[config.mk]
export PLATFORM = sky130hd
export DESIGN_NAME = base64_stream_encoder_unit
export DESIGN_NICKNAME = d
export VERILOG_FILES = /design/src/sv/b64e_pkg.sv /design/src/sv/b64e_front.sv /design/src/sv/b64e_queue.sv /design/src/sv/b64e_back.sv /design/src/sv/base64_stream_encoder_unit.sv
export VERILOG_INCLUDE_DIRS = /design/src /design/src/sv
export SDC_FILE = /design/constraint.sdc
export NUM_CORES = 1
export LEC_CHECK = 0
export ABC_AREA = 1
export ABC_CLOCK_PERIOD_IN_PS = 2750
export BUFFER_PORTS_ARGS = -buffer_cell sky130_fd_sc_hd__buf_2
export CAP_MARGIN = 10
export CORE_MARGIN = 8
export CORE_UTILIZATION = 30
export DETAILED_ROUTE_END_ITERATION = 8
export PLACE_DENSITY = 0.52
export REMOVE_ABC_BUFFERS = 1
export SYNTH_ARGS = -nofsm -noshare
export SYNTH_HDL_FRONTEND = slang
export SYNTH_SLANG_ARGS = --single-unit
[constraint.sdc]
create_clock -name clk -period 2.75 [get_ports clk]
set_clock_uncertainty 0.05 [all_clocks]
set_input_delay 0.4125 -clock clk [delete_from_list [all_inputs] [get_ports clk]]
set_output_delay 0.4125 -clock clk [all_outputs]
set_load 0.1 [all_outputs]
[src/sv/assert_macros.svh]
// Assertion macros used by the encoder top level to check its own behavior.
// Each macro expects signals named clk and rst_n in the scope of use.
`ifndef ASSERT_MACROS_SVH
`define ASSERT_MACROS_SVH

// Same-cycle implication, disabled while reset is held.
`define ASSERT_IMPL(label, ante, cons, msg) \
  label: assert property (@(posedge clk) disable iff (!rst_n) (ante) |-> (cons)) \
    else $error(msg);

// Next-cycle implication, disabled while reset is held.
`define ASSERT_NEXT(label, ante, cons, msg) \
  label: assert property (@(posedge clk) disable iff (!rst_n) (ante) |=> (cons)) \
    else $error(msg);

`endif

[src/sv/b64e_pkg.sv]
// Types, constants and the character table of the Base64 stream encoder.
// No dependencies; every module of the encoder imports this package.
package b64e_pkg;

  typedef struct packed {
    logic [7:0] data_byte;
    logic       end_of_message;
  } b64e_in_t;

  typedef struct packed {
    logic [7:0] out_char;
    logic       last_char;
  } b64e_out_t;

  // One group of up to three bytes handed from the front end to the back end.
  typedef struct packed {
    logic [23:0] group;      // Bytes, first byte in the top bits, zero-filled.
    logic [1:0]  last_data;  // Index of the last alphabet character (1..3).
    logic        last;       // Group ends a message.
  } b64e_job_t;

  localparam logic [7:0] PAD_CHAR = 8'h3D;  // '='
  localparam logic [1:0] LAST_IDX = 2'd3;

  // Maps a 6-bit index onto the standard alphabet.
  function automatic logic [7:0] b64e_char(input logic [5:0] sx);
    logic [7:0] v;
    v = {2'b00, sx};
    priority if (sx < 6'd26) begin
      return v + 8'd65;           // 'A'..'Z'
    end else if (sx < 6'd52) begin
      return v + 8'd71;           // 'a'..'z'
    end else if (sx < 6'd62) begin
      return v - 8'd4;            // '0'..'9'
    end else if (sx == 6'd62) begin
      return 8'h2B;               // '+'
    end else begin
      return 8'h2F;               // '/'
    end
  endfunction

endpackage

[src/sv/b64e_front.sv]
// Front end of the Base64 encoder: gathers bytes into groups of up to three.
// Depends on b64e_pkg.
module b64e_front
  import b64e_pkg::*;
(
  input  logic      clk,
  input  logic      rst_n,
  input  logic      in_valid,
  input  b64e_in_t  in_data,
  output logic      in_stall,
  input  logic      q_full,
  output logic      push,
  output b64e_job_t push_job
);

  logic [7:0] held0_r, held1_r;
  logic [1:0] count_r, count_nxt;
  logic [1:0] idx;
  logic       accept;

  // A count of three cannot occur; it is handled as an empty group.
  assign idx      = (count_r == 2'd3) ? 2'd0 : count_r;
  assign in_stall = q_full;
  assign accept   = in_valid && !q_full;
  assign push     = accept && ((idx == 2'd2) || in_data.end_of_message);

  always_comb begin
    push_job.last = in_data.end_of_message;
    unique case (idx)
      2'd2: begin
        push_job.group     = {held0_r, held1_r, in_data.data_byte};
        push_job.last_data = 2'd3;
      end
      2'd1: begin
        push_job.group     = {held0_r, in_data.data_byte, 8'h00};
        push_job.last_data = 2'd2;
      end
      default: begin
        push_job.group     = {in_data.data_byte, 16'h0000};
        push_job.last_data = 2'd1;
      end
    endcase
  end

  always_comb begin
    count_nxt = count_r;
    if (accept) begin
      count_nxt = push ? 2'd0 : idx + 2'd1;
    end
  end

  always_ff @(posedge clk) begin
    if (!rst_n) begin
      count_r <= 2'd0;
    end else begin
      count_r <= count_nxt;
    end
  end

  always_ff @(posedge clk) begin
    if (accept && !push) begin
      if (idx == 2'd0) begin
        held0_r <= in_data.data_byte;
      end else begin
        held1_r <= in_data.data_byte;
      end
    end
  end

endmodule

[src/sv/b64e_queue.sv]
// Small FIFO of byte groups between the front and back ends of the encoder.
// Depends on b64e_pkg.
module b64e_queue
  import b64e_pkg::*;
#(
  parameter int DEPTH = 2
) (
  input  logic      clk,
  input  logic      rst_n,
  input  logic      push,
  input  b64e_job_t push_job,
  input  logic      pop,
  output logic      full,
  output logic      head_valid,
  output b64e_job_t head_job
);

  localparam int PW = (DEPTH > 1) ? $clog2(DEPTH) : 1;
  localparam int CW = $clog2(DEPTH + 1);

  b64e_job_t       slot_r [DEPTH];
  logic [PW-1:0]   wr_ptr_r, rd_ptr_r, wr_ptr_nxt, rd_ptr_nxt;
  logic [CW-1:0]   count_r, count_nxt;
  logic            push_ok, pop_ok;

  assign full       = (count_r == CW'(DEPTH));
  assign head_valid = (count_r != '0);
  assign head_job   = slot_r[rd_ptr_r];
  assign push_ok    = push && !full;
  assign pop_ok     = pop && head_valid;

  assign wr_ptr_nxt = (wr_ptr_r == PW'(DEPTH - 1)) ? '0 : wr_ptr_r + 1'b1;
  assign rd_ptr_nxt = (rd_ptr_r == PW'(DEPTH - 1)) ? '0 : rd_ptr_r + 1'b1;

  always_comb begin
    unique case ({push_ok, pop_ok})
      2'b10:   count_nxt = count_r + 1'b1;
      2'b01:   count_nxt = count_r - 1'b1;
      default: count_nxt = count_r;
    endcase
  end

  always_ff @(posedge clk) begin
    if (!rst_n) begin
      wr_ptr_r <= '0;
      rd_ptr_r <= '0;
      count_r  <= '0;
    end else begin
      count_r <= count_nxt;
      if (push_ok) begin
        wr_ptr_r <= wr_ptr_nxt;
      end
      if (pop_ok) begin
        rd_ptr_r <= rd_ptr_nxt;
      end
    end
  end

  always_ff @(posedge clk) begin
    if (push_ok) begin
      slot_r[wr_ptr_r] <= push_job;
    end
  end

endmodule

[src/sv/b64e_back.sv]
// Back end of the Base64 encoder: turns one queued group into four characters.
// Depends on b64e_pkg.
module b64e_back
  import b64e_pkg::*;
(
  input  logic      clk,
  input  logic      rst_n,
  input  logic      head_valid,
  input  b64e_job_t head_job,
  output logic      pop,
  output logic [1:0] char_idx,
  output logic      out_valid,
  output b64e_out_t out_data,
  input  logic      out_stall
);

  logic [1:0] idx_r, idx_nxt;
  logic       out_valid_r, out_valid_nxt;
  b64e_out_t  out_data_r, out_data_nxt;
  logic [5:0] sx;
  logic       load;

  assign load     = head_valid && (!out_valid_r || !out_stall);
  assign pop      = load && (idx_r == LAST_IDX);
  assign char_idx = idx_r;
  assign out_valid = out_valid_r;
  assign out_data  = out_data_r;

  always_comb begin
    unique case (idx_r)
      2'd0:    sx = head_job.group[23:18];
      2'd1:    sx = head_job.group[17:12];
      2'd2:    sx = head_job.group[11:6];
      default: sx = head_job.group[5:0];
    endcase
  end

  always_comb begin
    out_data_nxt.out_char  = (idx_r <= head_job.last_data) ? b64e_char(sx) : PAD_CHAR;
    out_data_nxt.last_char = (idx_r == LAST_IDX) && head_job.last;
    out_valid_nxt = out_valid_r;
    idx_nxt       = idx_r;
    if (load) begin
      out_valid_nxt = 1'b1;
      idx_nxt       = idx_r + 2'd1;
    end else if (!out_stall) begin
      out_valid_nxt = 1'b0;
    end
  end

  always_ff @(posedge clk) begin
    if (!rst_n) begin
      idx_r       <= 2'd0;
      out_valid_r <= 1'b0;
    end else begin
      idx_r       <= idx_nxt;
      out_valid_r <= out_valid_nxt;
    end
  end

  always_ff @(posedge clk) begin
    if (load) begin
      out_data_r <= out_data_nxt;
    end
  end

endmodule

[src/sv/base64_stream_encoder_unit.sv]
// Top level of the streaming Base64 encoder (standard alphabet, '=' padding).
// Depends on b64e_pkg, b64e_front, b64e_queue, b64e_back and assert_macros.svh.

// The encoder takes one raw byte per accepted input request and returns
// Base64 characters one per accepted output request. Every third byte of a
// message, and the byte flagged as the end of the message, closes a group,
// which yields exactly four characters; a short final group is zero-filled and
// padded with '=' to four characters, and last_char marks the final character
// of the message. Input bytes are taken at one per cycle as long as the group
// queue (QUEUE_DEPTH groups) has room; the output side drains one character a
// cycle while out_stall is low, so under continuous traffic the single output
// register sets the throughput. A byte that closes a group is written into
// the queue, and its characters are then loaded from the queue head into the
// output register. Bytes that do not close a group are held and give no output.
module base64_stream_encoder_unit
  import b64e_pkg::*;
#(
  parameter int QUEUE_DEPTH = 2
) (
  input  logic      clk,
  input  logic      rst_n,
  input  logic      in_valid,
  input  b64e_in_t  in_data,
  output logic      in_stall,
  output logic      out_valid,
  output b64e_out_t out_data,
  input  logic      out_stall
);

`include "assert_macros.svh"

  // Front end to queue.
  logic      push;
  b64e_job_t push_job;
  logic      q_full;

  // Queue to back end.
  logic      pop;
  logic      head_valid;
  b64e_job_t head_job;
  logic [1:0] char_idx;

  b64e_front u_front (
    .clk      (clk),
    .rst_n    (rst_n),
    .in_valid (in_valid),
    .in_data  (in_data),
    .in_stall (in_stall),
    .q_full   (q_full),
    .push     (push),
    .push_job (push_job)
  );

  // The queue decouples byte intake from character output so the front end
  // keeps accepting bytes while a group is still being emitted.
  b64e_queue #(
    .DEPTH (QUEUE_DEPTH)
  ) u_queue (
    .clk        (clk),
    .rst_n      (rst_n),
    .push       (push),
    .push_job   (push_job),
    .pop        (pop),
    .full       (q_full),
    .head_valid (head_valid),
    .head_job   (head_job)
  );

  // The back end keeps the head group in the queue until its fourth
  // character has been loaded into the output register.
  b64e_back u_back (
    .clk        (clk),
    .rst_n      (rst_n),
    .head_valid (head_valid),
    .head_job   (head_job),
    .pop        (pop),
    .char_idx   (char_idx),
    .out_valid  (out_valid),
    .out_data   (out_data),
    .out_stall  (out_stall)
  );

  // A group that ends a message is queued or already on the output next cycle.
  `ASSERT_NEXT(a_eom_queued, in_valid && !in_stall && in_data.end_of_message, head_valid || out_valid, "end of message lost")
  // Padding characters come back to back up to the closing one.
  `ASSERT_NEXT(a_pad_run, out_valid && !out_stall && out_data.out_char == PAD_CHAR && !out_data.last_char, out_valid && out_data.out_char == PAD_CHAR, "padding run broken")
  // The character position only moves while a group is in progress.
  `ASSERT_IMPL(a_idx_idle, !head_valid, char_idx == 2'd0, "character position set without a group")

endmodule

==> results_dict.tcl, run 1 <==
set metrics [dict create \
    critPathLaunchType "register" \
    drt_iter0_drc 110 \
    synth_ff_type "edfxtp_1" \
    clock_sinks 89 \
    end_kind "register" \
    htreeDepth 3 \
    drc_errors 0 \
    design_area_sq_mm 0.005022 \
    stdcell_count 661 \
    grt_pass1_wl_um 14330 \
    synth-async-reset-ratio_pct 0 \
    slew_headroom_pct 65.20 \
    rsz0062_at_grt "no" \
    area_growth_pct 14.46 \
    antenna_cells 0 \
    postCtsSetupBuffers 0 \
    postLayoutSetupSlackWorst_ns 0.3117 \
    drt_pass1_iterations 4 \
    worstPathRequired_ns 2.80 \
    io_pins 24 \
    ant_nets 0 \
    internal-power_mw 2.385 \
    switching_power_mw 1.118 \
    finish.utilization_pct 34.82 \
    cts-root-buf "clkbuf_16" \
    numPortBuffers 23 \
    dpl_cell_area_sq_mm 0.004688 \
    path_delay_family "simple AND/OR/NAND/NOR gates" \
    cts_tree "built" \
    place_ws_ns 0.1177 \
    power_density_mw_per_mm2 697.6 \
    design.core.area_sq_mm 0.01442 \
    vias_per_cell 4.389 \
    max_stage_delay_ns 0.45 \
    cpMostUsedCell "nand2_1" \
    die_y_um 136.9 \
    initial_core_util_pct 30.42 \
    leakagePower_nw 2.085 \
    clock_latency_ns 0.35 \
    place_hpwl_um 6355 \
    globalplace.congestion 0.8679 \
    clockPowerShare_pct 34.5 \
    crit_arrival_ns 2.48 \
    fp.dieArea_sq_mm 0.01875 \
    drt_wl_total_um 8741 \
    grt_pass1_vias 2838 \
    setup_viol 0 \
    clock_path_buffers 2 \
    cts_buffers 9 \
    path_clk_slew_ns 0.07 \
    tns_ns 0 \
    maxSlewViolCount 0 \
    fin_nets 503 \
    grt_usage_pct 9.918 \
    layout-drive-gt1-share_pct 17.40 \
    power_frac_comb_pct 20.5 \
    hp-class "in -> reg" \
    ys_ff_latch 89 \
    finalCritPeriodShare_pct 88.66 \
    wire_per_inst_um 13.22 \
    vdd_drop_max_v 0.0003819 \
    placed_cells 645 \
    worst_pin_slew_ns 0.5220 \
    outcome "complete, no violations" \
    antenna_found_initial 0 \
    synth_edf_count 79 \
    dr_total_vias 2901 \
    avgSynthCellArea_sq_um 9.861 \
    slowest_stage "dfxtp_1" \
    syn_area_sq_mm 0.004388 \
    critPathKind "reg -> reg" \
    grt_overflow_total 0 \
    synth_cell_types 31 \
    crit_buf_inv 3 \
    grt_max_degree 28 \
    swShare_pct 31.91 \
    crit_fanout 12 \
    power_frac_seq_pct 45.0 \
    syn_inst 445 \
    finalHoldViolCount 0 \
    die_w_um 136.9 \
    yosys_warnings 0 \
    synth_seq_area_share_pct 58.63 \
    clock.fmax_mhz 410.1 \
    fin_crit_ns 2.438 \
    cap_violations 0 \
    rrSetupSlack_ns 0.31 \
    num_rows 44 \
    crit_chain "inv_2 -> ha_4 -> nand2_1 -> nand2_1 -> inv_1 -> nand2_1 -> nand2_1 -> nand2_1 -> nand2_2 -> ha_1 -> inv_1 -> a21oi_1 -> nand2_1 -> nand3_1 -> nand2_1 -> nand2_1 -> nand3_1" \
]
[cell usage after synthesis, types with 2 or more instances]
cell	instances	area, sq um
a21oi_2	4	35.03
buf_1	2	7.510
inv_2	4	15.01
ha_1	18	225.2
o211ai_1	3	22.52
xor2_1	2	17.52
nand4_1	5	31.28
edfxtp_1	79	2372
buf_6	6	67.56
nand3_2	3	30.03
o21ai_1	4	20.02
nand2_4	5	56.30
nand2_2	10	62.56
a21oi_1	23	115.1
nor2_1	21	78.83
dfxtp_1	10	200.2
clkbuf_1	4	15.01
nand3_1	29	145.1
nor3_1	2	10.01
nand2_1	143	536.8
o21ai_0	13	65.06
inv_1	46	172.7
[registers in the layout (all words and copies together) (netlist names), named ones only]
register and count:
u_front.count_r 2, u_queue.wr_ptr_r 1, u_queue.rd_ptr_r 1, u_back.out_valid 1, u_front.held1_r 8, u_back.char_idx 2
u_queue.count_r 2, u_front.held0_r 8, u_back.out_data 9, u_queue.slot_r 54
[stage by stage]
| stage | hold slack, ns | power, mW |
|---|---|---|
| after floorplan | 0.3936 | 2.155 |
| after CTS | 0.2385 | 3.541 |
| after global placement | 0.4058 | 2.307 |
| after detailed placement | 0.4234 | 2.309 |
| final | 0.2542 | 3.503 |
| after global routing | 0.2475 | 3.687 |
[cell families (layout without fill, tap and decap cells)]
logic type	count (synthesis)	count (layout)	synth area share (%)
AOI/OAI and AO/OA	49	49	6.330
xor gates and xnor gates	3	3	0.5989
muxes	1	1	0.2281
DFF	89	89	58.63
and+or+nand+nor	221	221	22.47
adders and majority gates	18	18	5.133
buffers and inverters	64	96	6.615
[what timing repair did]
action / CTS / global route
hold buffers: 0 / 0
endpoints found under the setup margin: 0 / 7
gates resized for setup: 0 / 8
[final cells by class]
cell class,instances,area [sq um]
timing repair buffer,30,167.7
inverter,50,187.7
clock buffer,9,225.2
sequential,89,2574
fill,1495,9402
tap,184,230.2
clock inverter,7,70.07
multi-input combinational,292,1568
[power by group through the flow]
| stage | Sequential (mW) | Clock, mW | Combinational (mW) |
|---|---|---|---|
| CTS | 1.57 | 1.26 | 0.709 |
| global placement | 1.60 | 0 | 0.704 |
| floorplan | 1.74 | 0 | 0.415 |
| global route | 1.58 | 1.30 | 0.807 |
| finish | 1.58 | 1.21 | 0.720 |
| detailed placement | 1.60 | 0 | 0.705 |
[per-layer routing]
| layer | up-vias | GRT usage, % | wire length, um |
|---|---|---|---|
| met5 | - | 0 | 0 |
| met4 | 0 | 3.802 | 104 |
| met3 | 10 | 3.120 | 328 |
| met2 | 46 | 14.72 | 3896 |
| met1 | 1319 | 13.17 | 4412 |
| li1 | 1526 | - | - |
[path summary, 6_finish.rpt]
check	from	to	cells past startpoint
max	u_back.char_idx[0]$_SDFFE_PN0P_	u_back.out_data[5]$_SDFFCE_PN1P_	17
min	in_data[1]	u_front.held0_r[0]$_DFFE_PP_	1
max reg2reg	u_back.char_idx[0]$_SDFFE_PN0P_	u_back.out_data[5]$_SDFFCE_PN1P_	17
min reg2reg	u_back.out_valid$_SDFFE_PN0P_	u_back.out_valid$_SDFFE_PN0P_	2
[placed cells by master, fill, tap and decap left out]
cell type | Yosys | final
nand2_1 | 143 | 143
edfxtp_1 | 79 | 79
inv_1 | 46 | 45
nand3_1 | 29 | 29
a21oi_1 | 23 | 23
buf_2 | 1 | 23
nor2_1 | 21 | 19
ha_1 | 18 | 15
o21ai_0 | 13 | 13
nand2_2 | 10 | 10
dfxtp_1 | 10 | 9
clkbuf_16 | 0 | 9
buf_4 | 1 | 7
inv_2 | 4 | 5
nand4_1 | 5 | 5
nand2_4 | 5 | 5
o21ai_1 | 4 | 4
a21oi_2 | 4 | 4
o211ai_1 | 3 | 3
nand3_2 | 3 | 3
ha_4 | 0 | 3
inv_6 | 0 | 3
xor2_1 | 2 | 2
nor3_1 | 2 | 2
nor2_2 | 0 | 2
or2_2 | 1 | 1
o211ai_2 | 1 | 1
mux2i_1 | 1 | 1
o21bai_1 | 1 | 1
nor2_4 | 1 | 1
nand3_4 | 1 | 1
xnor2_1 | 1 | 1
clkinvlp_4 | 0 | 1
clkinv_4 | 0 | 1
inv_8 | 0 | 1
clkinv_8 | 0 | 1
dfxtp_2 | 0 | 1
No activity file was read; power rests on OpenSTA's default activity.
==> run 2, diff against run 1 <==
CTS_BUF_LIST = sky130_fd_sc_hd__clkbuf_8   (was not set)
RECOVER_POWER = 50   (was not set)
==> run 2 against run 1 <==
Die area stayed put. First-iteration DRC count is 25% higher. Worst hold slack got worse by 0.0065 ns. Sequential share of layout area up 1.4 points. Sequential cell count did not move. Non-clock buffer count is the same. Cell count stayed put.
==> results_dict.tcl, run 2 (same netlist as run 1, synthesis figures left out) <==
set metrics [dict create \
    critPathKind "reg -> reg" \
    power_frac_comb_pct 22.4 \
    num_rows 44 \
    die_y_um 136.9 \
    postLayoutSetupSlackWorst_ns 0.3060 \
    power_density_mw_per_mm2 648.6 \
    hold_start "out_stall" \
    top_register "u_queue.slot_r" \
    timing.rr.end "u_back.out_data[5]$_SDFFCE_PN1P_" \
    postCtsHoldBufs 0 \
    initial_core_util_pct 30.42 \
    power_frac_seq_pct 49.6 \
    gr-usage-met3_pct 3.231 \
    cts-root-buf "clkbuf_8" \
    io_pins 24 \
    crit_arrival_ns 2.52 \
    postCtsSetupBuffers 0 \
    cts_resized 0 \
    critPathLaunchType "register" \
    dr_total_vias 2882 \
    tns_ns 0 \
    drt_iter0_drc 137 \
    crit_fanout 12 \
    worstReg2RegStart "u_back.char_idx[0]$_SDFFE_PN0P_" \
    fp.dieArea_sq_mm 0.01875 \
    outcome "complete, no violations" \
    switching_power_mw 1.081 \
    layout_common_cells "nand2_1, edfxtp_1, inv_1" \
    r2r_cells 17 \
    grt_pass1_wl_um 14350 \
    vias_per_cell 4.360 \
    grt-busiest-layer "met2" \
    antenna_cells 0 \
    fillers 1514 \
    holdPathStages 3 \
    end_kind "register" \
    antenna_found_initial 0 \
    finalHoldViolCount 0 \
    largest_register_ffs 54 \
    slew_headroom_pct 21.30 \
    vdd_drop_max_v 0.0004026 \
    worst_pin_slew_ns 1.186 \
    finish.utilization_pct 33.92 \
    design_area_sq_mm 0.004892 \
    drt_wl_total_um 8809 \
    htreeDepth 3 \
    use_met1_pct 13.17 \
    seq_area_sq_mm 0.002574 \
    fin_nets 503 \
    cts_buffers 9 \
    hold_end "u_back.out_valid$_SDFFE_PN0P_" \
    clock_path_buffers 2 \
    grt_pass1_vias 2831 \
    grt_overflow_total 0 \
    setup_viol 0 \
    clock_sinks 89 \
    layout-drive-gt1-share_pct 12.58 \
    drt_pass1_iterations 4 \
    finalCritPeriodShare_pct 88.87 \
    die_w_um 136.9 \
    internal-power_mw 2.092 \
    leakagePower_nw 1.975 \
    wire_per_inst_um 13.33 \
    design.core.area_sq_mm 0.01442 \
    rrSetupSlack_ns 0.31 \
    maxSlewViolCount 0 \
    fin_crit_ns 2.444 \
    rsz0062_at_grt "no" \
    globalplace.congestion 0.8679 \
    clock_latency_ns 0.37 \
    hp-class "in -> reg" \
    area_growth_pct 11.49 \
    cap_violations 0 \
    clock.fmax_mhz 409.2 \
    worstPathRequired_ns 2.83 \
    place_hpwl_um 6355 \
    path_clk_slew_ns 0.10 \
    gr-usage-met2_pct 14.80 \
    numPortBuffers 23 \
    ant_nets 0 \
    clockPowerShare_pct 27.9 \
    multi_input_area_sq_mm 0.001568 \
    grt_max_degree 28 \
    grt_usage_pct 9.895 \
    final_common_cell "nand2_1" \
    total_power_mw 3.173 \
    drc_errors 0 \
    cts_tree "built" \
    place_ws_ns 0.1177 \
    dpl_cell_area_sq_mm 0.004688 \
    swShare_pct 34.08 \
]
-- run 2: cell count changes in the layout (fill, tap and decap cells not counted), sizes merged --
cell    previous run  this run
clkbuf             9        30
buf               30         9
-- run 2: worst max-delay path, cell delays in order, from the launching register on --
cell	delay, ns
dfxtp_1	0.46
inv_2	0.14
ha_4	0.23
nand2_1	0.07
nand2_1	0.05
inv_1	0.04
nand2_1	0.07
nand2_1	0.07
nand2_1	0.06
nand2_2	0.16
ha_1	0.20
inv_1	0.06
a21oi_1	0.20
nand2_1	0.09
nand3_1	0.09
nand2_1	0.05
nand2_1	0.05
nand3_1	0.06
-- run 2: per-layer routing --
metal,wire (um),vias up
li1,-,1521
met1,4419,1313
met2,4003,46
met3,333,2
met4,53,0
met5,0,-
-- run 2: power groups by stage --
stage / clock network [mW] / registers (mW) / logic, mW
finish: 0.887 / 1.58 / 0.711
global route: 0.976 / 1.58 / 0.799
CTS: 0.930 / 1.57 / 0.709
detailed placement: 0 / 1.60 / 0.705
global placement: 0 / 1.60 / 0.704
floorplan: 0 / 1.74 / 0.415
-- run 2: per-stage QoR --
stage | hold slack, ns | std cells
2_1_floorplan | 0.3936 | 431
3_3_place_gp | 0.4058 | 645
5_1_grt | 0.2405 | 661
3_5_place_dp | 0.4234 | 645
6_report | 0.2477 | 661
4_1_cts | 0.1980 | 661
-- run 2: worst max path at each step --
stage | to | slack (ns) | from
6_report | u_back.out_data[5]$_SDFFCE_PN1P_ | 0.31 | u_back.char_idx[0]$_SDFFE_PN0P_
5_1_grt | u_back.out_data[5]$_SDFFCE_PN1P_ | 0.08 | u_back.char_idx[0]$_SDFFE_PN0P_
3_5_place_dp | u_back.out_data[5]$_SDFFCE_PN1P_ | 0.12 | u_back.char_idx[1]$_SDFFE_PN0P_
4_1_cts | u_back.out_data[5]$_SDFFCE_PN1P_ | 0.09 | u_back.char_idx[1]$_SDFFE_PN0P_
2_1_floorplan | u_queue.slot_r[0][0]$_DFFE_PP_ | 0.11 | u_front.count_r[0]$_SDFFE_PN0P_
3_3_place_gp | u_back.out_data[5]$_SDFFCE_PN1P_ | 0.12 | u_back.char_idx[1]$_SDFFE_PN0P_
-- run 2: final cells by class --
class	instances	share of cell area, %
clock buffer	9	2.532
clock inverter	7	1.432
inverter	50	3.836
multi-input combinational	292	32.05
sequential	89	52.61
tap	184	4.706
timing repair buffer	30	2.839
==> run 3, diff against run 2 <==
CORE_MARGIN = 3   (was 8)
==> run 3 against run 2 <==
Register-to-register slack worse by 0.02 ns. Non-clock buffer count unchanged. Critical path type unchanged. Cell count down 0.61%. Fmax down 0.71%. Clock-buffer cell count unchanged. Sequential power about the same. Wire length down 0.85%. Critical endpoint is now u_back.out_data[1]$_SDFFCE_PN1P_. First-iteration DRC count up 13%. Setup slack worse by 0.017 ns. Sequential share of layout area down 0.17 points.
==> results_dict.tcl, run 3 (same netlist as run 1, synthesis figures left out) <==
set metrics [dict create \
    outcome "complete, no violations" \
    grt-busiest-layer "met2" \
    place_ws_ns 0.1468 \
    crit_chain "inv_1 -> ha_2 -> nand2_2 -> nand2_1 -> inv_1 -> nand2_1 -> nand2_1 -> nand2_1 -> nand2_2 -> ha_1 -> inv_1 -> nand3_4 -> inv_2 -> nand2_1 -> nand2_1 -> o211ai_1" \
    design_area_sq_mm 0.004908 \
    clock_path_buffers 2 \
    postCtsSetupBuffers 0 \
    worstPathRequired_ns 2.80 \
    finalCritPeriodShare_pct 89.50 \
    slew_headroom_pct 22.33 \
    io_pins 24 \
    vdd_drop_max_v 0.0003118 \
    cts_tree "built" \
    finalHoldViolCount 0 \
    die_y_um 126.9 \
    vias_per_cell 4.466 \
    layout-drive-gt1-share_pct 12.58 \
    drt_iter0_drc 155 \
    layout_common_cells "nand2_1, edfxtp_1, inv_1" \
    path_clk_slew_ns 0.09 \
    cap_violations 0 \
    rsz0062_at_grt "no" \
    tns_ns 0 \
    final_common_cell "nand2_1" \
    critical_path.startpoint "u_back.char_idx[1]$_SDFFE_PN0P_" \
    initial_core_util_pct 31.13 \
    slowest_stage "ha_2" \
    gr-usage-met2_pct 16.97 \
    fin_crit_ns 2.461 \
    num_rows 43 \
    crit_fanout 12 \
    worst_pin_slew_ns 1.170 \
    drt_pass1_iterations 4 \
    antenna_found_initial 0 \
    dr_total_vias 2934 \
    end_kind "register" \
    worstReg2RegStart "u_back.char_idx[1]$_SDFFE_PN0P_" \
    maxSlewViolCount 0 \
    finish.utilization_pct 34.82 \
    clock_latency_ns 0.36 \
    grt_pass1_wl_um 14120 \
    use_met1_pct 15.63 \
    fin_nets 503 \
    drc_errors 0 \
    die_w_um 126.9 \
    postLayoutSetupSlackWorst_ns 0.2887 \
    grt_overflow_total 0 \
    hold_start "out_stall" \
    grt_usage_pct 11.25 \
    place_hpwl_um 6241 \
    largest_register_ffs 54 \
    critPathLaunchType "register" \
    setup_viol 0 \
    clock.fmax_mhz 406.3 \
    max_stage_delay_ns 0.38 \
    antenna_cells 0 \
    grt_max_degree 28 \
    numPortBuffers 23 \
    power_density_mw_per_mm2 668.8 \
    hp-class "in -> reg" \
    htreeDepth 3 \
    cts-root-buf "clkbuf_8" \
    cts_buffers 9 \
    wire_per_inst_um 13.29 \
    fp.dieArea_sq_mm 0.01611 \
    globalplace.congestion 0.8399 \
    clock_sinks 89 \
    drt_wl_total_um 8734 \
    critPathKind "reg -> reg" \
    design.core.area_sq_mm 0.01410 \
    area_growth_pct 11.86 \
    cpMostUsedCell "nand2_1" \
    leakagePower_nw 1.996 \
    crit_arrival_ns 2.51 \
    gr-usage-met3_pct 3.537 \
    grt_pass1_vias 2748 \
    top_register "u_queue.slot_r" \
    dpl_cell_area_sq_mm 0.004683 \
    ant_nets 0 \
]
-- run 3: area by class of cell --
| cell class | instances | area (sq um) |
|---|---|---|
| inverter | 50 | 187.7 |
| clock inverter | 7 | 100.1 |
| sequential | 89 | 2574 |
| timing repair buffer | 30 | 140.1 |
| multi-input combinational | 292 | 1558 |
| fill | 1474 | 9188 |
| tap | 180 | 225.2 |
| clock buffer | 9 | 123.9 |
-- run 3: final timing paths --
kind / cells after the start / end / slack (ns)
max: 16 / u_back.out_data[1]$_SDFFCE_PN1P_ / 0.29
min reg2reg: 2 / u_back.out_valid$_SDFFE_PN0P_ / 0.44
min: 3 / u_back.out_valid$_SDFFE_PN0P_ / 0.27
max reg2reg: 16 / u_back.out_data[1]$_SDFFCE_PN1P_ / 0.29
-- run 3: worst max-delay path: cells and delay by family (launching register included) --
family | cells | cell delay, ns
buf+inv | 4 | 0.39
fa+ha+maj | 2 | 0.60
compound gates | 1 | 0.07
simple gates | 9 | 0.71
flops | 1 | 0.37
-- run 3: per-layer routing --
layer | wire length, um | up-vias
met5 | 0 | -
met4 | 93 | 0
met3 | 383 | 6
met2 | 3801 | 53
met1 | 4455 | 1349
li1 | - | 1526
-- run 3: repair_timing --
item,CTS,global route
endpoints found under the setup margin,0,7
endpoints found under the hold margin,0,0
hold buffers,0,0
gates resized for setup,0,6
-- run 3: power by group --
part | total, mW | internal, mW | switching (mW)
clock network | 1.00 | 0.521 | 0.483
logic | 0.704 | 0.185 | 0.519
registers | 1.57 | 1.55 | 0.0236
total | 3.28 | 2.26 | 1.03
-- run 3: through the flow --
stage / instances / total power, mW / hold slack (ns)
finish: 657 / 3.283 / 0.2718
global route: 657 / 3.479 / 0.2813
CTS: 657 / 3.329 / 0.2104
detailed placement: 641 / 2.306 / 0.4250
global placement: 641 / 2.304 / 0.4097
floorplan: 431 / 2.155 / 0.3936
